<file path="src/rtl/pcx_pkg.sv">
`default_nettype none
// ----------------------------------------------------------------------------
// pcx_pkg
// Shared types and constants for the PCX run-length line encoder.
// ----------------------------------------------------------------------------
package pcx_pkg;

   localparam logic [7:0] MARK_BASE = 8'hC0;
   localparam logic [5:0] MAX_CHUNK = 6'h3F;

   localparam logic CSR_COMPRESS_ENABLE = 1'b0;
   localparam logic CSR_INVERT_ENABLE   = 1'b1;

   typedef struct packed {
      logic       valid;
      logic [7:0] value;
      logic [5:0] count;
      logic       split;
   } run_type;

   typedef struct packed {
      run_type first;
      run_type second;
      logic    line_end;
   } cmd_type;

   typedef struct packed {
      logic full;
      logic empty;
   } queue_status_type;

endpackage
`default_nettype wire

</file>
<file path="src/rtl/pcx_front.sv">
`default_nettype none
// ----------------------------------------------------------------------------
// pcx_front
// Holds the open run and the control registers, classifies each accepted
// byte and turns it into a command of up to two runs to be written out.
// ----------------------------------------------------------------------------
module pcx_front
   import pcx_pkg::*;
(
   input  wire logic       clock,
   input  wire logic       reset,
   input  wire logic       csr_write_enable,
   input  wire logic       csr_index,
   input  wire logic       csr_write_data,
   input  wire logic       req_accept,
   input  wire logic [7:0] req_pixel_byte,
   input  wire logic       req_line_end,
   output cmd_type         cmd,
   output logic            cmd_push
);

   logic       compress_enable_ff;
   logic       invert_enable_ff;
   logic [7:0] run_value_ff, run_value_in;
   logic [5:0] run_count_ff, run_count_in;
   logic       run_was_split_ff, run_was_split_in;

   logic [7:0] pix;
   logic       match;
   logic [5:0] mid_count;
   logic       mid_split;
   logic [7:0] mid_value;

   always_ff @(posedge clock) begin
      if (reset) begin
         compress_enable_ff <= 1'b1;
         invert_enable_ff   <= 1'b0;
      end else if (csr_write_enable) begin
         case (csr_index)
            CSR_COMPRESS_ENABLE: compress_enable_ff <= csr_write_data;
            CSR_INVERT_ENABLE:   invert_enable_ff   <= csr_write_data;
            default: ;
         endcase
      end
   end

   assign pix   = invert_enable_ff ? ~req_pixel_byte : req_pixel_byte;
   assign match = (run_count_ff != 6'd0) && (pix == run_value_ff);

   always_comb begin
      cmd              = '0;
      cmd.line_end     = req_line_end;
      mid_count        = run_count_ff;
      mid_split        = run_was_split_ff;
      mid_value        = run_value_ff;
      run_value_in     = run_value_ff;
      run_count_in     = run_count_ff;
      run_was_split_in = run_was_split_ff;
      if (compress_enable_ff) begin
         if (match && (run_count_ff == MAX_CHUNK)) begin
            cmd.first = '{valid: 1'b1, value: run_value_ff, count: MAX_CHUNK, split: 1'b1};
            mid_count = 6'd1;
            mid_split = 1'b1;
         end else if (match) begin
            mid_count = run_count_ff + 6'd1;
         end else begin
            cmd.first = '{valid: (run_count_ff != 6'd0), value: run_value_ff,
                          count: run_count_ff, split: run_was_split_ff};
            mid_count = 6'd1;
            mid_split = 1'b0;
            mid_value = pix;
         end
         if (req_line_end) begin
            cmd.second = '{valid: 1'b1, value: mid_value, count: mid_count, split: mid_split};
            run_count_in     = 6'd0;
            run_was_split_in = 1'b0;
         end else begin
            run_count_in     = mid_count;
            run_was_split_in = mid_split;
         end
         run_value_in = mid_value;
      end else begin
         cmd.first  = '{valid: (run_count_ff != 6'd0), value: run_value_ff,
                        count: run_count_ff, split: run_was_split_ff};
         cmd.second = '{valid: 1'b1, value: pix, count: 6'd1, split: 1'b0};
         run_count_in     = 6'd0;
         run_was_split_in = 1'b0;
      end
   end

   assign cmd_push = req_accept && (cmd.first.valid || cmd.second.valid);

   always_ff @(posedge clock) begin
      if (reset) begin
         run_value_ff     <= 8'd0;
         run_count_ff     <= 6'd0;
         run_was_split_ff <= 1'b0;
      end else if (req_accept) begin
         run_value_ff     <= run_value_in;
         run_count_ff     <= run_count_in;
         run_was_split_ff <= run_was_split_in;
      end
   end

endmodule
`default_nettype wire

</file>
<file path="src/rtl/pcx_queue.sv">
`default_nettype none
// ----------------------------------------------------------------------------
// pcx_queue
// Small first-in first-out buffer of run commands between front and back.
// ----------------------------------------------------------------------------
module pcx_queue
   import pcx_pkg::*;
#(
   parameter int DEPTH = 4
) (
   input  wire logic       clock,
   input  wire logic       reset,
   input  wire logic       push,
   input  cmd_type         push_data,
   input  wire logic       pop,
   output cmd_type         head,
   output queue_status_type status
);

   localparam int PTR_W = $clog2(DEPTH);
   localparam int CNT_W = $clog2(DEPTH + 1);

   cmd_type            entry_ff [DEPTH];
   logic [PTR_W-1:0]   wr_ptr_ff, wr_ptr_in;
   logic [PTR_W-1:0]   rd_ptr_ff, rd_ptr_in;
   logic [CNT_W-1:0]   fill_ff, fill_in;
   logic               do_push;
   logic               do_pop;

   assign status.full  = (fill_ff == CNT_W'(DEPTH));
   assign status.empty = (fill_ff == '0);
   assign do_push      = push && !status.full;
   assign do_pop       = pop && !status.empty;
   assign head         = entry_ff[rd_ptr_ff];

   always_comb begin
      wr_ptr_in = wr_ptr_ff;
      rd_ptr_in = rd_ptr_ff;
      fill_in   = fill_ff;
      if (do_push) begin
         wr_ptr_in = (wr_ptr_ff == PTR_W'(DEPTH - 1)) ? '0 : wr_ptr_ff + PTR_W'(1);
      end
      if (do_pop) begin
         rd_ptr_in = (rd_ptr_ff == PTR_W'(DEPTH - 1)) ? '0 : rd_ptr_ff + PTR_W'(1);
      end
      if (do_push && !do_pop) begin
         fill_in = fill_ff + CNT_W'(1);
      end else if (do_pop && !do_push) begin
         fill_in = fill_ff - CNT_W'(1);
      end
   end

   always_ff @(posedge clock) begin
      if (reset) begin
         wr_ptr_ff <= '0;
         rd_ptr_ff <= '0;
         fill_ff   <= '0;
      end else begin
         wr_ptr_ff <= wr_ptr_in;
         rd_ptr_ff <= rd_ptr_in;
         fill_ff   <= fill_in;
      end
   end

   always_ff @(posedge clock) begin
      if (do_push) begin
         entry_ff[wr_ptr_ff] <= push_data;
      end
   end

endmodule
`default_nettype wire

</file>
<file path="src/rtl/pcx_back.sv">
`default_nettype none
// ----------------------------------------------------------------------------
// pcx_back
// Takes run commands from the queue and sends their coded bytes one per
// cycle unless stalled, marking the last byte of each input byte and line.
// ----------------------------------------------------------------------------
module pcx_back
   import pcx_pkg::*;
(
   input  wire logic       clock,
   input  wire logic       reset,
   input  cmd_type         head,
   input  queue_status_type q_status,
   output logic            pop,
   output logic            rsp_valid,
   input  wire logic       rsp_stall,
   output logic [7:0]      rsp_code_byte,
   output logic            rsp_step_last,
   output logic            rsp_line_done
);

   cmd_type    cur_ff;
   logic [1:0] pos_ff, pos_in;
   logic       busy_ff, busy_in;

   logic [1:0] len0, len1;
   logic [2:0] total;
   logic [1:0] k;
   run_type    sel;
   logic       last;
   logic       take;
   logic       load;

   function automatic logic run_is_pair(run_type r);
      return (r.count != 6'd1) || r.split || ((r.value & MARK_BASE) == MARK_BASE);
   endfunction

   function automatic logic [1:0] run_length(run_type r);
      if (!r.valid) begin
         return 2'd0;
      end
      return run_is_pair(r) ? 2'd2 : 2'd1;
   endfunction

   always_comb begin
      len0  = run_length(cur_ff.first);
      len1  = run_length(cur_ff.second);
      total = {1'b0, len0} + {1'b0, len1};
      if (pos_ff < len0) begin
         sel = cur_ff.first;
         k   = pos_ff;
      end else begin
         sel = cur_ff.second;
         k   = pos_ff - len0;
      end
      if (run_is_pair(sel) && (k == 2'd0)) begin
         rsp_code_byte = MARK_BASE | {2'b00, sel.count};
      end else begin
         rsp_code_byte = sel.value;
      end
      last = ({1'b0, pos_ff} == (total - 3'd1));
   end

   assign rsp_valid     = busy_ff;
   assign rsp_step_last = last;
   assign rsp_line_done = last && cur_ff.line_end;

   assign take = busy_ff && !rsp_stall;
   assign load = !busy_ff || (take && last);
   assign pop  = load && !q_status.empty;

   always_comb begin
      pos_in  = pos_ff;
      busy_in = busy_ff;
      if (load) begin
         pos_in  = 2'd0;
         busy_in = !q_status.empty;
      end else if (take) begin
         pos_in = pos_ff + 2'd1;
      end
   end

   always_ff @(posedge clock) begin
      if (reset) begin
         pos_ff  <= 2'd0;
         busy_ff <= 1'b0;
      end else begin
         pos_ff  <= pos_in;
         busy_ff <= busy_in;
      end
   end

   always_ff @(posedge clock) begin
      if (pop) begin
         cur_ff <= head;
      end
   end

endmodule
`default_nettype wire

</file>
<file path="src/rtl/pcx_rle_line_encoder.sv">
`default_nettype none
// ----------------------------------------------------------------------------
// pcx_rle_line_encoder
// PCX run-length encoder for one scan line at a time.
// ----------------------------------------------------------------------------
// One raw byte is taken per transaction on the req_ channel, and every
// cycle while the command queue has room. Each input byte gives 0 to 4
// coded bytes on the rsp_ channel; the output stage sends one coded byte
// per cycle while it has bytes and rsp_stall is low (0 bytes when an input
// byte only extends a run, 2 for a typical run pair, 4 when a full 63-byte
// chunk and a split remainder are both closed). QUEUE_DEPTH commands absorb
// bursts; req_stall rises when the queue is full. With the path empty, a
// byte's command is queued, then loaded into the output register driving rsp_.
// Configuration is written on csr_: index 0 is compress enable, 1 is invert.
// ----------------------------------------------------------------------------
module pcx_rle_line_encoder
   import pcx_pkg::*;
#(
   parameter int QUEUE_DEPTH = 4
) (
   input  wire logic       clock,
   input  wire logic       reset,
   input  wire logic       csr_write_enable,
   input  wire logic       csr_index,
   input  wire logic       csr_write_data,
   input  wire logic       req_valid,
   output logic            req_stall,
   input  wire logic [7:0] req_pixel_byte,
   input  wire logic       req_line_end,
   output logic            rsp_valid,
   input  wire logic       rsp_stall,
   output logic [7:0]      rsp_code_byte,
   output logic            rsp_step_last,
   output logic            rsp_line_done
);

   cmd_type          cmd;
   cmd_type          head;
   logic             q_push;
   logic             q_pop;
   queue_status_type q_status;
   logic             req_accept;

   assign req_stall  = q_status.full;
   assign req_accept = req_valid && !req_stall;

   pcx_front u_front (
      .clock            (clock),
      .reset            (reset),
      .csr_write_enable (csr_write_enable),
      .csr_index        (csr_index),
      .csr_write_data   (csr_write_data),
      .req_accept       (req_accept),
      .req_pixel_byte   (req_pixel_byte),
      .req_line_end     (req_line_end),
      .cmd              (cmd),
      .cmd_push         (q_push)
   );

   pcx_queue #(
      .DEPTH (QUEUE_DEPTH)
   ) u_queue (
      .clock     (clock),
      .reset     (reset),
      .push      (q_push),
      .push_data (cmd),
      .pop       (q_pop),
      .head      (head),
      .status    (q_status)
   );

   pcx_back u_back (
      .clock         (clock),
      .reset         (reset),
      .head          (head),
      .q_status      (q_status),
      .pop           (q_pop),
      .rsp_valid     (rsp_valid),
      .rsp_stall     (rsp_stall),
      .rsp_code_byte (rsp_code_byte),
      .rsp_step_last (rsp_step_last),
      .rsp_line_done (rsp_line_done)
   );

   // output side is idle right after reset
   a_idle_after_reset: assert property (@(posedge clock)
      reset |=> !rsp_valid)
      else $error("rsp_valid high after reset");

   // a queued command is either still queued or being sent
   a_push_lands: assert property (@(posedge clock) disable iff (reset)
      q_push |=> (rsp_valid || !q_status.empty))
      else $error("pushed command lost");

   // bytes of one input byte go out without a gap
   a_no_gap: assert property (@(posedge clock) disable iff (reset)
      (rsp_valid && !rsp_stall && !rsp_step_last) |=> rsp_valid)
      else $error("gap inside one transaction's bytes");

   // line end marks only the closing byte of a transaction
   a_done_is_last: assert property (@(posedge clock) disable iff (reset)
      (rsp_valid && rsp_line_done) |-> rsp_step_last)
      else $error("line_done without step_last");

endmodule
`default_nettype wire
</file>
<file path="config.mk">
export PLATFORM = sky130hd
export DESIGN_NAME = pcx_rle_line_encoder
export DESIGN_NICKNAME = d
export VERILOG_FILES = /design/src/rtl/pcx_pkg.sv /design/src/rtl/pcx_front.sv /design/src/rtl/pcx_queue.sv /design/src/rtl/pcx_back.sv /design/src/rtl/pcx_rle_line_encoder.sv
export SDC_FILE = /design/constraint.sdc
export NUM_CORES = 1
export LEC_CHECK = 0
export BUFFER_PORTS_ARGS = -buffer_cell sky130_fd_sc_hd__buf_2
export CAP_MARGIN = 0
export CORE_UTILIZATION = 45
export DETAILED_ROUTE_END_ITERATION = 10
export MAX_ROUTING_LAYER = met4
export PLACE_DENSITY = 0.65
export RECOVER_POWER = 25
export REMOVE_ABC_BUFFERS = 1
export SKIP_LAST_GASP = 1
export SLEW_MARGIN = 10
export SYNTH_ARGS = -nofsm -noshare
export SYNTH_HDL_FRONTEND = slang
export SYNTH_HIERARCHICAL = 1
export SYNTH_SLANG_ARGS = --single-unit
</file>
<file path="constraint.sdc">
create_clock -name clock -period 5.1 [get_ports clock]
set_clock_uncertainty 0.05 [all_clocks]
set_input_delay 0.255 -clock clock [delete_from_list [all_inputs] [get_ports clock]]
set_output_delay 0.255 -clock clock [all_outputs]
set_load 0.02 [all_outputs]
</file>
Word-level counts from Yosys, hierarchy flattened
Memory sizes are Yosys's and may differ from the RTL's. A register that Yosys moved wholly into a read port is not among the register bits.
Cells that the tools add are included.
{"block": "totals", "in_bits": 16, "n_memories": 1, "reg_bits": 27, "ramBits": 132, "output_inout_bits": 12, "word_cells": 98}
{"block": "op_classes", "eq_ne": 12, "muxes": 28, "n_reduce_logical": 35, "bitwise_logic": 2, "add_sub_neg": 9, "magnitude_cmp": 1}
{"memory": "u_queue.entry_ff", "words": 4, "width": 33, "read_ports": 1, "rd_ports_with_merged_regs": 1, "write_ports": 1, "line_no": "pcx_queue.sv:23", "text": "cmd_type entry_ff [DEPTH];"}
{"operator": "two-way mux 16 bit", "count": 3}
{"operator": "two-way mux 32 bit", "count": 1}
{"operator": "two-way mux 8 bit", "count": 4}
{"operator": "two-way mux 6 bit", "count": 4}
{"operator": "!= test 6 x 1 -> 1 bit, second input constant", "count": 3}
{"operator": "two-way mux 15 bit", "count": 1}
{"operator": "two-way mux 2 bit", "count": 7}
{"operator": "logical AND 1 bit", "count": 13}
{"operator": "== test 2 bit, second input constant", "count": 5}
{"operator": "== test 8 bit", "count": 1}
{"operator": "logical OR 1 bit", "count": 8}
{"operator": "NOT 8 bit", "count": 1}
{"operator": "adder 2 x 1 -> 2 bit, second input constant", "count": 3}
{"operator": "adder 6 x 1 -> 6 bit, second input constant", "count": 1}
{"operator": "== test 6 bit, second input constant", "count": 1}
{"operator": "zero test 1 bit", "count": 6}
{"operator": "two-way mux 1 bit", "count": 6}
{"operator": "two-way mux 3 bit", "count": 2}
{"operator": "AND reduction 2 bit", "count": 3}
{"operator": "nonzero test 6 bit", "count": 1}
{"operator": "subtractor 3 x 1 -> 3 bit, second input constant", "count": 2}
{"operator": "adder 2 x 2 -> 3 bit", "count": 1}
{"operator": "adder 3 x 1 -> 3 bit, second input constant", "count": 1}
{"operator": "== test 2 x 3 -> 1 bit", "count": 1}
{"operator": "8 further kinds", "count": 8}

Logic depth before layout (Yosys ltp)
Gate-level depths: netlist (run 1).
{"block": "logic_depth", "ltp_word": 15, "depth_mapped": 18, "ltp_nobuf": 18}

By module
Netlist (run 1), hierarchy kept.
{"mod": "pcx_queue", "n_inst": 1, "seq_area_each_um2": 4144.0, "cells_each": 223, "area_per_inst_um2": 5248.8}
{"mod": "pcx_back", "n_inst": 1, "seq_area_each_um2": 1051.0, "cells_each": 104, "area_per_inst_um2": 1627.8}
{"mod": "pcx_front", "n_inst": 1, "seq_area_each_um2": 340.3, "cells_each": 161, "area_per_inst_um2": 1255.0}
{"mod": "pcx_rle_line_encoder", "n_inst": 1, "seq_area_each_um2": 0.0, "cells_each": 1, "area_per_inst_um2": 13.8}

Worst setup path after synthesis (run 1)
Ideal clock, no wire load.
{"block": "synth_timing", "path_kind": "reg2reg", "from": "reg u_back/cur_ff[22] (netlist name)", "to": "reg u_queue.fill_ff[2]", "required_time_ns": 4.980, "path_slack_ns": -0.335, "period_less_slack_ns": 5.435, "stages_incl_launch_ff": 19, "n_path_buf": 0, "setup_ns": 0.070, "t_arrival_ns": 5.315, "path_cell_list": "edfxtp_1 -> nor4b_1 -> and3_1 -> inv_1 -> nor2_1 -> inv_1 -> ha_1 -> xor2_1 -> o21ai_1 -> nor3_1 -> o21ai_0 -> o221ai_1 -> o31ai_2 -> ha_1 -> inv_1 -> fa_1 -> xor2_1 -> or3_2 -> a21oi_1"}
{"block": "synth_via", "elab_chain_cells": 15, "elab_cells_between_ends": 17, "cone_classes": "2 x add/sub; 2 x eq/ne; 3 x mux; 10 x reduce/logical"}
{"element": "!= test 6 x 1 -> 1 bit *", "line_no": "pcx_back.sv:35", "text": "return (r.count != 6'd1) || r.split || ((r.value & MARK_BASE) == MARK_BASE);"}
{"element": "logical OR 1 bit * (2 in series)", "line_no": "pcx_back.sv:35"}
{"element": "two-way mux 2 bit * (2 in series)", "line_no": "pcx_back.sv:42", "text": "return run_is_pair(r) ? 2'd2 : 2'd1;"}
{"element": "adder 2 x 2 -> 3 bit *", "line_no": "pcx_back.sv:48", "text": "total = {1'b0, len0} + {1'b0, len1};"}
{"element": "subtractor 3 x 1 -> 3 bit *", "line_no": "pcx_back.sv:61", "text": "last = ({1'b0, pos_ff} == (total - 3'd1));"}
{"element": "== test 2 x 3 -> 1 bit *", "line_no": "pcx_back.sv:61"}
{"element": "logical AND 1 bit *", "line_no": "pcx_back.sv:69", "text": "assign load = !busy_ff || (take && last);"}
{"element": "logical OR 1 bit *", "line_no": "pcx_back.sv:69"}
{"element": "logical AND 1 bit *", "line_no": "pcx_back.sv:70", "text": "assign pop = load && !q_status.empty;"}
{"element": "via q_pop", "line_no": "pcx_rle_line_encoder.sv:40", "text": "logic q_pop;"}
{"element": "logical AND 1 bit *", "line_no": "pcx_queue.sv:33", "text": "assign do_pop = pop && !status.empty;"}
{"element": "zero test 1 bit", "line_no": "pcx_queue.sv:46", "text": "if (do_push && !do_pop) begin"}
{"element": "logical AND 1 bit", "line_no": "pcx_queue.sv:46"}
{"element": "two-way mux 3 bit / nonzero test 2 bit (equally long branches)"}
{"element": "to (signal assigned)", "line_no": "pcx_queue.sv:61", "text": "fill_ff <= fill_in;"}
{"element": "to (decl)", "line_no": "pcx_queue.sv:26", "text": "logic [CNT_W-1:0] fill_ff, fill_in;"}
The timed path passes the listed nets; every way through them passes the cells marked *.
A chain may end at the register's enable or synchronous reset.

Worst setup path after layout (run 1)
{"block": "layout_timing", "from": "reg u_back/cur_ff[22] (netlist name)", "to": "out rsp_code_byte[4]"}
{"block": "layout_via", "elab_chain_cells": 12, "elab_cells_between_ends": 16, "cone_classes": "1 x add/sub; 1 x order compare; 3 x eq/ne; 5 x mux; 6 x reduce/logical"}
{"element": "!= test 6 x 1 -> 1 bit", "line_no": "pcx_back.sv:35"}
{"element": "logical OR 1 bit (2 in series)", "line_no": "pcx_back.sv:35"}
{"element": "two-way mux 2 bit (2 in series)", "line_no": "pcx_back.sv:42"}
{"element": "< comparator 2 bit", "line_no": "pcx_back.sv:49", "text": "if (pos_ff < len0) begin"}
{"element": "two-way mux 15 bit", "line_no": "pcx_back.sv:49"}
{"element": "!= test 6 x 1 -> 1 bit", "line_no": "pcx_back.sv:35"}
{"element": "logical OR 1 bit (2 in series)", "line_no": "pcx_back.sv:35"}
{"element": "logical AND 1 bit", "line_no": "pcx_back.sv:56", "text": "if (run_is_pair(sel) && (k == 2'd0)) begin"}
{"element": "two-way mux 8 bit *", "line_no": "pcx_back.sv:56"}
{"element": "to (decl)", "line_no": "pcx_rle_line_encoder.sv:32", "text": "output logic [7:0] rsp_code_byte,"}
Mark *: on every way between the ends. The rest lies on a longest branch, timed or not.

==> impl_metrics.tcl, run 1 <==
set metrics [dict create \
    r2r_slack_ns 0.57 \
    worst_pin_slew_ns 3.01 \
    rsz0062_at_grt "no" \
    dp_hpwl_mm 9.78 \
    r2r_cells 18 \
    max_freq_mhz 217 \
    drt-wirelength-per-cell_um 21.0 \
    slew_violations 34 \
    dieArea_mm2 0.0186 \
    arrival_ns 4.30 \
    final_layout_size_suffix_gt1_share_pct 21.4 \
    synth_ff_type "edfxtp_1" \
    area_growth_syn_to_layout_pct 11.2 \
    setup_ws_ns 0.496 \
    tns_ns 0 \
    r2r_start "u_back/cur_ff[22]$_DFFE_PP_" \
    via_per_inst 5.63 \
    start_kind "flop" \
    post_cts_buffers 0 \
    antenna_found_initial 0 \
    power_density_mw_per_mm2 529 \
    violations "max-capacitance violations, max-slew violations" \
    syn_inst 489 \
    cts_buffers 17 \
    start_util_pct 46.6 \
    status "finished, violations left" \
    setup_viol_count_final 0 \
    cts-root-buf "clkbuf_16" \
    ys_ff_latch 194 \
    hold_start "rsp_stall" \
    synth_area_leaders "edfxtp_1 (61%), mux4_2 (10%), dfxtp_1 (7.1%)" \
    yosys_warnings 6 \
    grt_max_degree 34 \
    syn_area_per_cell_um2 16.7 \
    port_buffers 27 \
    criticalPathCategory "reg2out" \
    drt-total-wl_mm 15.9 \
    power_mw 4.79 \
    synth_edf_count 165 \
    cts.htree.levels 4 \
    endpoint_kind "output port" \
    max_cap_viol_count 1 \
    multiInputGateArea_mm2 0.00244 \
    io_pins 28 \
    synth_top_area_share_pct 60.8 \
    yosysTopAreaCell "edfxtp_1" \
    clkSinkCount 194 \
    ys_seq_area_share_pct 68.0 \
    period_needed_ns 4.60 \
    cp_max_fo 12 \
    placed_cells 725 \
    rows 48 \
    coreArea_mm2 0.0175 \
    cts_buffer_depth 2 \
    remaining_drc_errors 0 \
    hold_depth 3 \
    register_area_mm2 0.00554 \
    fin_nets 548 \
    yosysUniqueCellTypes 63 \
    die_w_um 137 \
    clk_pin_slew_ns 0.07 \
    grt_pass1_vias 4427 \
    crit_required_ns 4.80 \
    cts_resized 0 \
    reg2reg_to "u_queue/fill_ff[2]$_SDFFE_PP0P_" \
    grt_pass1_wl_mm 24.6 \
    fin_cells 758 \
    clkLatencyLatePin_ns 0.43 \
    hold_viol_final 0 \
    num_vias 4265 \
    synthArstFlopShare_pct 0 \
    dp_slack_ns 0.627 \
    fillCellCount 1399 \
    min_to "u_back/pos_ff[0]$_SDFFE_PP0P_" \
    cts_tree "built" \
    hold_slack_ns 0.0878 \
    drt-pass1-iter-count 5 \
    die_h_um 137 \
    synth_area_mm2 0.00815 \
    grt_usage_pct 19.3 \
    p_leak_nw 3.05 \
    routabilityCongestion 0.841 \
    vdd_drop_max_uv 307 \
    dr.first_iter.drc_count 344 \
    slew_headroom_pct -101 \
    diodes 0 \
    post-route-period-util_pct 90.3 \
    gr-total-overflow 0 \
    hp-class "in2reg" \
    ant_nets 0 \
]
## how the worst max path moves through the flow
stage	startpoint	endpoint	cells after the start
global route	u_back/cur_ff[22]$_DFFE_PP_	rsp_code_byte[4]	10
CTS	u_back/cur_ff[22]$_DFFE_PP_	rsp_code_byte[4]	10
global placement	u_back/cur_ff[22]$_DFFE_PP_	u_queue/fill_ff[2]$_SDFFE_PP0P_	18
floorplan	u_back/cur_ff[22]$_DFFE_PP_	u_queue/fill_ff[2]$_SDFFE_PP0P_	18
finish	u_back/cur_ff[22]$_DFFE_PP_	rsp_code_byte[4]	10
detailed placement	u_back/cur_ff[22]$_DFFE_PP_	u_queue/fill_ff[2]$_SDFFE_PP0P_	18
## cells in the mapped netlist, types with 9 or more instances
cell	count
clkbuf_1	9
dfxtp_1	29
nand2_1	18
inv_1	14
and2_1	14
nor2_1	30
ha_1	10
edfxtp_1	165
mux4_2	36
a21oi_1	10
xnor2_1	12
## repair_timing
item                                   4_1_cts  5_1_grt
hold buffers                                 1        0
endpoints found under the hold margin        1        0
setup endpoints to repair                    0        0
## report_power, final
part | switching (mW) | internal [mW] | total, mW
registers | 0.132 | 2.09 | 2.22
logic | 0.735 | 0.547 | 1.28
clock network | 0.567 | 0.719 | 1.29
total | 1.43 | 3.36 | 4.79
## metal layers
| layer | up-vias | share of wire [%] | routed length [um] | global-route usage, % |
|---|---|---|---|---|
| li1 | 1957 | - | - | - |
| met1 | 2177 | 45 | 7120 | 24.7 |
| met2 | 108 | 49 | 7800 | 30.5 |
| met3 | 23 | 4.2 | 671 | 3.56 |
| met4 | 0 | 2.0 | 316 | 7.53 |
| met5 | - | 0 | 0 | - |
## per-stage QoR
| stage | utilization (%) | area [um^2] |
|---|---|---|
| 4_1_cts | 52.0 | 9090 |
| 2_1_floorplan | - | 8040 |
| 6_report | 51.8 | 9060 |
| 3_3_place_gp | 48.7 | 8510 |
| 5_1_grt | 51.8 | 9060 |
| 3_5_place_dp | 48.7 | 8510 |
## worst max-delay path, stage by stage, from the launching register on
cell and delay (ns):
edfxtp_1 0.40, nor4b_1 0.65, and3_1 0.34, inv_1 0.10
nor2_1 0.13, ha_1 0.19, fa_1 0.62, nor3_1 0.20
a21oi_4 0.39, mux4_1 0.66, buf_2 0.19
## layout by cell type (no fill, tap or decap), types with 5 or more instances in the layout
cell       netlist  routed
edfxtp_1       165     165
and2_1          14      14
nor2b_1          8       8
xnor2_1         12      12
dfxtp_1         29      29
a211oi_1         8       8
mux2i_1          7       7
o21ai_0          7      10
inv_1           14      14
clkbuf_1         9       5
xor2_1           8       8
a21oi_1         10      10
o21a_1           8       8
nor2_1          30      30
nor3_1           8       8
clkbuf_16        0      17
nand2_1         18      18
nand3_1          8       8
and3_1           7       7
mux4_2          36      36
buf_2            5      25
ha_1            10      10
## cells by family (layout without fill, tap and decap cells)
kind of cell / after synthesis / in the layout / synth area share [%]
multiplexers: 47 / 47 / 11.8
flip-flops: 194 / 194 / 68.0
AND/OR/NAND/NOR: 122 / 122 / 8.31
AO/OA/AOI/OAI: 55 / 55 / 4.95
adder cells (fa/ha/maj): 12 / 12 / 2.03
XOR/XNOR: 23 / 23 / 2.90
buffers and inverters: 36 / 80 / 2.07
## flip-flops by register name (all words and copies together), names as in the netlist, 2 cells and up, named ones only
signal and flops:
u_front/run_count_ff 6, u_queue/fill_ff 3, u_back/cur_ff 33, u_queue/wr_ptr_ff 2, u_front/run_value_ff 8, u_queue/entry_ff 132, u_back/pos_ff 2, u_queue/rd_ptr_ff 2
## layout make-up
cell class                 instances  share of cell area [%]
clock buffer                      18                    4.74
timing repair buffer              33                    1.91
inverter                          15                   0.635
tap                              225                    3.11
sequential                       194                    61.1
multi-input combinational        259                    27.0
clock inverter                    14                    1.56
Note: power is estimated with default switching activity, not from simulation.
==> inputs of run 2 (changes only) <==
--- a/config.mk
+++ b/config.mk
@@ -10,7 +10,7 @@
 export CORE_UTILIZATION = 45
 export DETAILED_ROUTE_END_ITERATION = 10
 export MAX_ROUTING_LAYER = met4
-export PLACE_DENSITY = 0.65
+export PLACE_DENSITY = 0.63
 export RECOVER_POWER = 25
 export REMOVE_ABC_BUFFERS = 1
 export SKIP_LAST_GASP = 1
==> constraint.sdc (replaced) <==
create_clock -name clock -period 4.93 [get_ports clock]
set_clock_uncertainty 0.05 [all_clocks]
set_input_delay 0.2465 -clock clock [delete_from_list [all_inputs] [get_ports clock]]
set_output_delay 0.2465 -clock clock [all_outputs]
set_load 0.02 [all_outputs]
==> run 2 against run 1 <==
The flow still finishes with violations (max-capacitance violations, max-slew violations); non-clock buffer count is 2 higher; flip-flop and latch count stayed put; critical path type unchanged; largest cell class unchanged; final area is 0.21% higher; highest routed layer unchanged; setup slack worse by 0.12 ns; sequential share of layout area is 0.13 points lower; global-route usage hardly changed; critical endpoint unchanged; clock power hardly changed; power is 3.2% higher; wire length hardly changed; critical path depth stayed put; via count is 1.2% higher.
==> impl_metrics.tcl, run 2 (same netlist as run 1, synthesis figures left out) <==
set metrics [dict create \
    grt_usage_pct 19.3 \
    hold_viol_final 0 \
    final_layout_size_suffix_gt1_share_pct 21.5 \
    num_vias 4317 \
    multiInputGateArea_mm2 0.00244 \
    io_pins 28 \
    criticalPathCategory "reg2out" \
    remaining_drc_errors 0 \
    rsz0062_at_grt "no" \
    vdd_drop_max_uv 322 \
    diodes 0 \
    area_growth_syn_to_layout_pct 11.5 \
    final_common_cell "edfxtp_1" \
    setup_viol_count_final 0 \
    clk_pin_slew_ns 0.07 \
    use_met2_pct 31.6 \
    r2r_start "u_back/cur_ff[22]$_DFFE_PP_" \
    grt_pass1_vias 4410 \
    die_w_um 137 \
    r2r_cells 18 \
    dieArea_mm2 0.0186 \
    finish.instance_area_mm2 0.00908 \
    hp-class "in2reg" \
    cts-root-buf "clkbuf_16" \
    die_h_um 137 \
    status "finished, violations left" \
    worst_pin_slew_ns 2.10 \
    routabilityCongestion 0.846 \
    cp_max_fo 12 \
    post_cts_buffers 0 \
    p_leak_nw 3.06 \
    largest_register "u_queue/entry_ff" \
    endpoint_kind "output port" \
    clkLatencyLatePin_ns 0.43 \
    via_per_inst 5.68 \
    cts_resized 0 \
    cts_hold_buf 1 \
    drt-total-wl_mm 15.9 \
    violations "max-capacitance violations, max-slew violations" \
    gr-total-overflow 0 \
    start_util_pct 46.6 \
    dpl_cell_area_mm2 0.00853 \
    power_density_mw_per_mm2 545 \
    cts_tree "built" \
    crit_required_ns 4.63 \
    max_freq_mhz 220 \
    grt_max_degree 34 \
    busiest_layer "met2" \
    cts_buffers 17 \
    min_to "u_front/invert_enable_ff$_SDFFE_PP0P_" \
    r2r_slack_ns 0.41 \
    dr.first_iter.drc_count 272 \
    coreArea_mm2 0.0175 \
    port_buffers 27 \
    tns_ns 0 \
    fin_util_pct 52.0 \
    grt_pass1_wl_mm 24.6 \
    period_needed_ns 4.56 \
    ant_nets 0 \
    slew_headroom_pct -40.2 \
    drt-wirelength-per-cell_um 20.9 \
    final_cell_mix "edfxtp_1 (165), mux4_2 (36), nor2_1 (30)" \
    hold_start "csr_write_enable" \
    cts.htree.levels 4 \
    max_cap_viol_count 1 \
    cts_buffer_depth 2 \
    reg2reg_to "u_queue/fill_ff[2]$_SDFFE_PP0P_" \
    slew_violations 24 \
    largest_reg_flops 132 \
    post-route-period-util_pct 92.4 \
    drt-pass1-iter-count 5 \
    antenna_found_initial 0 \
    fillCellCount 1401 \
    start_kind "flop" \
    dp_hpwl_mm 10.1 \
    rows 48 \
    arrival_ns 4.26 \
    register_area_mm2 0.00554 \
    largestRegisters "u_queue/entry_ff x132, u_back/cur_ff x33, u_front/run_value_ff x8" \
    hold_depth 3 \
    clkSinkCount 194 \
    grt_use_met1_pct 23.7 \
    grt_use_met3_pct 4.41 \
    fin_nets 550 \
]
[run 2: cell count changes in the layout (fill, tap and decap cells not counted), sizes merged]
| cell | change |
|---|---|
| bufinv | -1 |
| clkbuf | +5 |
| clkinv | -4 |
| inv | +2 |
[run 2: stage by stage]
stage	hold slack, ns	setup slack [ns]	cells	total power [mW]
3_5_place_dp	0.428	0.452	727	3.68
5_1_grt	0.0577	0.142	760	5.18
3_3_place_gp	0.417	0.635	727	3.65
2_1_floorplan	0.266	-0.505	468	3.24
6_report	0.0458	0.375	760	4.95
4_1_cts	0.0358	0.294	760	5.00
[run 2: how the worst max path moves through the flow]
stage | start | end | slack, ns | cells past startpoint
2_1_floorplan | u_back/cur_ff[22]$_DFFE_PP_ | u_queue/fill_ff[2]$_SDFFE_PP0P_ | -0.50 | 18
5_1_grt | u_back/cur_ff[22]$_DFFE_PP_ | u_queue/fill_ff[2]$_SDFFE_PP0P_ | 0.14 | 18
6_report | u_back/cur_ff[22]$_DFFE_PP_ | rsp_code_byte[4] | 0.37 | 10
3_3_place_gp | u_back/cur_ff[22]$_DFFE_PP_ | u_queue/fill_ff[2]$_SDFFE_PP0P_ | 0.64 | 18
3_5_place_dp | u_back/cur_ff[22]$_DFFE_PP_ | u_queue/fill_ff[2]$_SDFFE_PP0P_ | 0.45 | 18
4_1_cts | u_back/cur_ff[22]$_DFFE_PP_ | rsp_code_byte[0] | 0.29 | 10
[run 2: cell type report]
cell class	count	area share (%)
multi-input combinational	259	26.9
clock buffer	21	5.18
sequential	194	61.0
timing repair buffer	35	2.01
clock inverter	11	1.16
inverter	15	0.675
tap	225	3.10
[run 2: critical path, cell delays in order (launching register included)]
cell and delay [ns]:
edfxtp_1 0.40, nor4b_1 0.62, and3_1 0.34, inv_1 0.11
nor2_1 0.15, ha_1 0.19, fa_1 0.62, nor3_1 0.20
a21oi_4 0.38, mux4_1 0.64, buf_2 0.18
[run 2: report_power, final]
group	switching, mW	leakage (nW)	internal (mW)
clock network	0.585	0.272	0.739
logic	0.734	0.970	0.559
registers	0.167	1.81	2.16
total	1.49	3.06	3.46
[run 2: per-layer routing]
| layer | vias up | part of all wire (%) |
|---|---|---|
| li1 | 1969 | - |
| met3 | 22 | 5.3 |
| met1 | 2203 | 43 |
| met5 | - | 0 |
| met4 | 0 | 1.2 |
| met2 | 123 | 51 |
